## config.mk

```make
export PLATFORM = sky130hd
export DESIGN_NAME = pgsf_lane_mul
export DESIGN_NICKNAME = d
export VERILOG_FILES = /design/src/hdl/pgsf_pkg.sv /design/src/hdl/pgsf_lane_mul.sv
export SDC_FILE = /design/constraint.sdc
export NUM_CORES = 2
export LEC_CHECK = 0
export BUFFER_PORTS_ARGS = -buffer_cell sky130_fd_sc_hd__buf_4
export CAP_MARGIN = 20
export CORE_MARGIN = 5
export CORE_UTILIZATION = 29
export DETAILED_ROUTE_END_ITERATION = 12
export SLEW_MARGIN = 25
export SYNTH_ARGS = -nofsm -noshare
export SYNTH_HDL_FRONTEND = slang
export SYNTH_SLANG_ARGS = --single-unit
```

## constraint.sdc

```tcl
create_clock -name clk -period 28.5 [get_ports clk]
set_input_delay 4.275 -clock clk [delete_from_list [all_inputs] [get_ports clk]]
set_output_delay 4.275 -clock clk [all_outputs]
set_load 0.02 [all_outputs]
```

## src/hdl/pgsf_pkg.sv

```systemverilog
// Package: word type, fixed-point constants, saturating helpers and sequencer states.
`timescale 1ns / 1ps
`default_nettype none
package pgsf_pkg;
	localparam int FRAC_BITS  = 16;
	localparam int WORD_WIDTH = 32;
	localparam int NUM_REGS   = 5;
	localparam int LANES      = 3;

	typedef logic signed [WORD_WIDTH-1:0] word_t;

	localparam word_t W_MAX   = {1'b0, {(WORD_WIDTH-1){1'b1}}};
	localparam word_t W_MIN   = {1'b1, {(WORD_WIDTH-1){1'b0}}};
	localparam word_t HALF    = word_t'(64'sd1 <<< (FRAC_BITS-1));
	localparam word_t QUARTER = word_t'(64'sd1 <<< (FRAC_BITS-2));
	localparam word_t THIRD   = word_t'(((64'sd1 <<< FRAC_BITS) + 64'sd1) / 64'sd3);

	typedef enum logic [2:0] {
		REG_COEF_A     = 3'd0,
		REG_COEF_B     = 3'd1,
		REG_ELASTIC_K  = 3'd2,
		REG_FLOW_ALIGN = 3'd3,
		REG_ACTIVITY   = 3'd4
	} reg_idx_t;

	typedef enum logic [4:0] {
		ST_IDLE,
		ST_S0, ST_S1, ST_S2, ST_S3, ST_S4, ST_S5, ST_S6, ST_S7,
		ST_S8, ST_S9, ST_S10, ST_S11, ST_S12, ST_S13, ST_S14,
		ST_R1, ST_R2, ST_R3, ST_R4, ST_R5, ST_R6,
		ST_R7, ST_R8, ST_R9, ST_R10, ST_R11, ST_R12
	} state_t;

	function automatic word_t sadd(input word_t a, input word_t b);
		logic signed [WORD_WIDTH:0] s;
		s = {a[WORD_WIDTH-1], a} + {b[WORD_WIDTH-1], b};
		if (s[WORD_WIDTH] != s[WORD_WIDTH-1])
			return s[WORD_WIDTH] ? W_MIN : W_MAX;
		return word_t'(s[WORD_WIDTH-1:0]);
	endfunction

	function automatic word_t sneg(input word_t a);
		return (a == W_MIN) ? W_MAX : -a;
	endfunction

	function automatic word_t ssub(input word_t a, input word_t b);
		return sadd(a, sneg(b));
	endfunction
endpackage
`default_nettype wire

```

## src/hdl/pgsf_lane_mul.sv

```systemverilog
// Lane multiplier: registered magnitude product, round half away from zero, saturate.
`timescale 1ns / 1ps
`default_nettype none
module pgsf_lane_mul
	import pgsf_pkg::*;
(
	input  wire   clk,
	input  word_t op_a,
	input  word_t op_b,
	output word_t prod
);
	localparam int PW = 2*WORD_WIDTH;

	logic [WORD_WIDTH-1:0] mag_a, mag_b;
	logic [PW-1:0]         mag_s1;
	logic                  neg_s1;
	logic [PW:0]           rnd;
	logic [PW:0]           shf;

	assign mag_a = op_a[WORD_WIDTH-1] ? (~op_a + 1'b1) : op_a;
	assign mag_b = op_b[WORD_WIDTH-1] ? (~op_b + 1'b1) : op_b;

	always_ff @(posedge clk) begin
		mag_s1 <= PW'(mag_a) * PW'(mag_b);
		neg_s1 <= op_a[WORD_WIDTH-1] ^ op_b[WORD_WIDTH-1];
	end

	assign rnd = {1'b0, mag_s1} + (PW+1)'(HALF);
	assign shf = rnd >> FRAC_BITS;

	always_comb begin
		if (shf > (PW+1)'(W_MAX))
			prod = neg_s1 ? W_MIN : W_MAX;
		else if (neg_s1)
			prod = -word_t'(shf[WORD_WIDTH-1:0]);
		else
			prod = word_t'(shf[WORD_WIDTH-1:0]);
	end
endmodule
`default_nettype wire

```

==> impl_metrics.py <==
metrics = {
    "synth": {
        "netlist_area_um2": 37100,
        "ys_ff_latch": 50,
        "ys.flop_type": "dfxtp_1",
        "synth-simple-area-share_pct": 16.9,
        "synth_area_per_cell_um2": 8.55,
        "yosysWarnings": 0,
        "synth_fa_ha_area_share_pct": 57.3,
        "synth_edf_count": 0,
        "synth_compound_area_share_pct": 6.45,
        "async_reset_ff_share_pct": 0,
        "synth_cell_types": 92,
        "synthCells": 4335,
        "synthMuxAreaShare_pct": 0.445,
        "seq_area_frac_synth_pct": 2.70,
        "synth_top_family_by_area": "adder cells",
        "syn_nets": 5560,
        "synth_xor_xnor_area_share_pct": 4.69,
    },
    "timing": {
        "fin_tns_setup_ns": 0,
        "hold_violations": 0,
        "grt_setup_unrepaired": "no",
        "fmax_ghz": 0.0631,
        "worstMarginPinSlew_ns": 1.10,
        "slew_headroom_pct": 26.7,
        "slew_violations": 0,
        "min_period_over_period_pct": 55.6,
        "setup_viol": 0,
        "fin_crit_ns": 15.84,
    },
    "route": {
        "dr.pass1.iters": 5,
        "avgRoutedWirePerCell_um": 22.1,
        "via_count": 30984,
        "wl_um": 133000,
        "drc": 0,
        "routed_via_density": 5.16,
        "drtIter0Drc": 2830,
        "antenna_left": 0,
    },
    "floorplanning": {
        "dieArea_um2": 135000,
        "die_w_um": 368,
        "die_y_um": 368,
        "pin_count": 97,
        "initial_core_util_pct": 29.1,
        "rows": 131,
        "coreArea_um2": 127000,
    },
    "cts": {
        "ctsResizeCount": 0,
        "clock_path_buffers": 2,
        "clk_root_buffer_cell": "clkbuf_16",
        "cts_tree": "built",
        "cts_sinks": 50,
        "clk_pin_slew_ns": 0.07,
        "post_cts_buffers": 0,
        "htree_levels": 2,
        "cts_inserted_buffers": 5,
        "cts_hold_buf": 0,
    },
    "global_route": {
        "overflow": 0,
        "grt_pass1_wl_um": 201000,
        "antenna_found_initial": 5,
        "track_usage_pct": 19.4,
        "first_global_vias": 31666,
        "grt_max_degree": 38,
    },
    "setup_path": {
        "crit_buf_inv": 6,
        "crit_start": "op_b[0]",
        "required_ns": 28.66,
        "crit_path_max_incr_delay_ns": 0.85,
        "cp.arrival_ns": 15.99,
        "crit_type": "input pin to flop",
        "cp_max_fo": 24,
        "critPathCaptureType": "flop",
        "critPathTopFamily": "adder cells",
        "crit_path_frequent_cell": "fa_1",
        "slowest_stage": "o41ai_2",
        "start_kind": "input pin",
    },
    "finish": {
        "n_fill_cell": 13189,
        "stdcell_area_um2": 40500,
        "final_cell_count_no_fill": 6007,
        "multi_input_area_um2": 32200,
        "seqCellArea_um2": 1000,
        "nets": 5568,
        "areaGrowthSynthToFinish_pct": 9.21,
        "drive_gt1_share_pct": 7.00,
    },
    "worst_hold_path": {
        "hold_start": "op_b[31]",
        "hold_class": "input pin to flop",
    },
    "placement": {
        "gp_congestion": 0.976,
        "place_hpwl_um": 105000,
        "place_area_um2": 40300,
        "dp_cells": 5998,
        "io_buffer_count": 96,
    },
    "outcome": {
        "status": "completed",
    },
    "run": {
        "cap_violations": 0,
    },
}
[per-stage QoR]
stage	hold slack, ns	setup slack [ns]	util (%)
after floorplan	4.83	14.60	-
after global placement	4.81	12.71	31.6
after detailed placement	4.82	12.41	31.7
after CTS	4.53	12.67	31.8
after global routing	4.55	12.12	31.8
final	4.56	12.66	31.8
[final cells by class]
class / instances / area share [%]
timing repair buffer: 210 / 3.95
clock inverter: 2 / 0.0402
tap: 1662 / 5.14
inverter: 912 / 8.45
clock buffer: 6 / 0.343
multi-input combinational: 3164 / 79.6
sequential: 50 / 2.47
antenna: 1 / 0.00618
[layout by cell type (no fill, tap or decap), types with 22 or more instances in the layout]
cell	netlist	final
a21o_1	23	23
a21oi_1	79	79
a22o_1	22	22
buf_4	6	208
dfxtp_1	50	50
fa_1	895	895
ha_1	265	265
inv_1	911	911
nand2_1	573	573
nand3_1	66	66
nand4_1	39	39
nor2_1	575	575
nor3_1	27	27
nor4_1	25	25
o21ai_0	67	66
xnor2_1	104	77
xnor2_2	1	22
xor2_1	87	73
[synthesized netlist by cell type, types with 6 or more instances]
master	count	area, um2
nor2b_1	8	50.1
and2_1	22	138
and4_1	16	140
or4_1	8	60.1
nand3_1	66	330
a21o_1	23	173
buf_4	6	45.0
nand2_1	573	2150
nor2_1	575	2160
o21bai_1	14	105
a211oi_1	12	90.1
dfxtp_1	50	1000
o31ai_1	21	158
mux2i_1	14	140
nand2b_1	18	113
and3_1	17	106
o211ai_1	14	105
inv_1	911	3420
o21ai_1	8	40.0
nand4_1	39	244
xor2_1	87	762
buf_2	36	180
o21a_1	8	60.1
o21ai_0	67	335
nor3_1	27	135
a22o_1	22	193
clkbuf_1	162	608
a31oi_1	12	75.1
or3_1	21	131
a21oi_1	79	395
xnor2_1	104	911
fa_1	895	17900
ha_1	265	3320
nor4_1	25	156
[routing by layer]
metal | vias up | GRT usage (%) | share of wire (%)
met5 | - | 0 | 0.014
met4 | 4 | 7.69 | 5.5
met3 | 373 | 5.18 | 11
met2 | 1621 | 31.3 | 45
met1 | 15875 | 24.8 | 38
li1 | 13111 | - | -
[registers in the layout (all words and copies together), names as in the netlist]
register / flops
neg_s1: 1
mag_s1: 49
[final timing paths]
path                endpoint  slack, ns  depth (start not counted)
setup / recovery  mag_s1[63]      12.66                         33
hold / removal        neg_s1       4.56                          2
[logic make-up (layout without fill, tap and decap cells)]
| family | after synthesis | count (layout) |
|---|---|---|
| flops | 50 | 50 |
| compound gates | 342 | 342 |
| simple gates | 1451 | 1451 |
| other cells | 0 | 1 |
| mux | 16 | 16 |
| fa+ha+maj | 1160 | 1160 |
| buf+inv | 1121 | 1130 |
| xor+xnor | 195 | 195 |
Power is not shown: default switching activity piles up to over one toggle a cycle in this logic, so the estimate is an artifact.
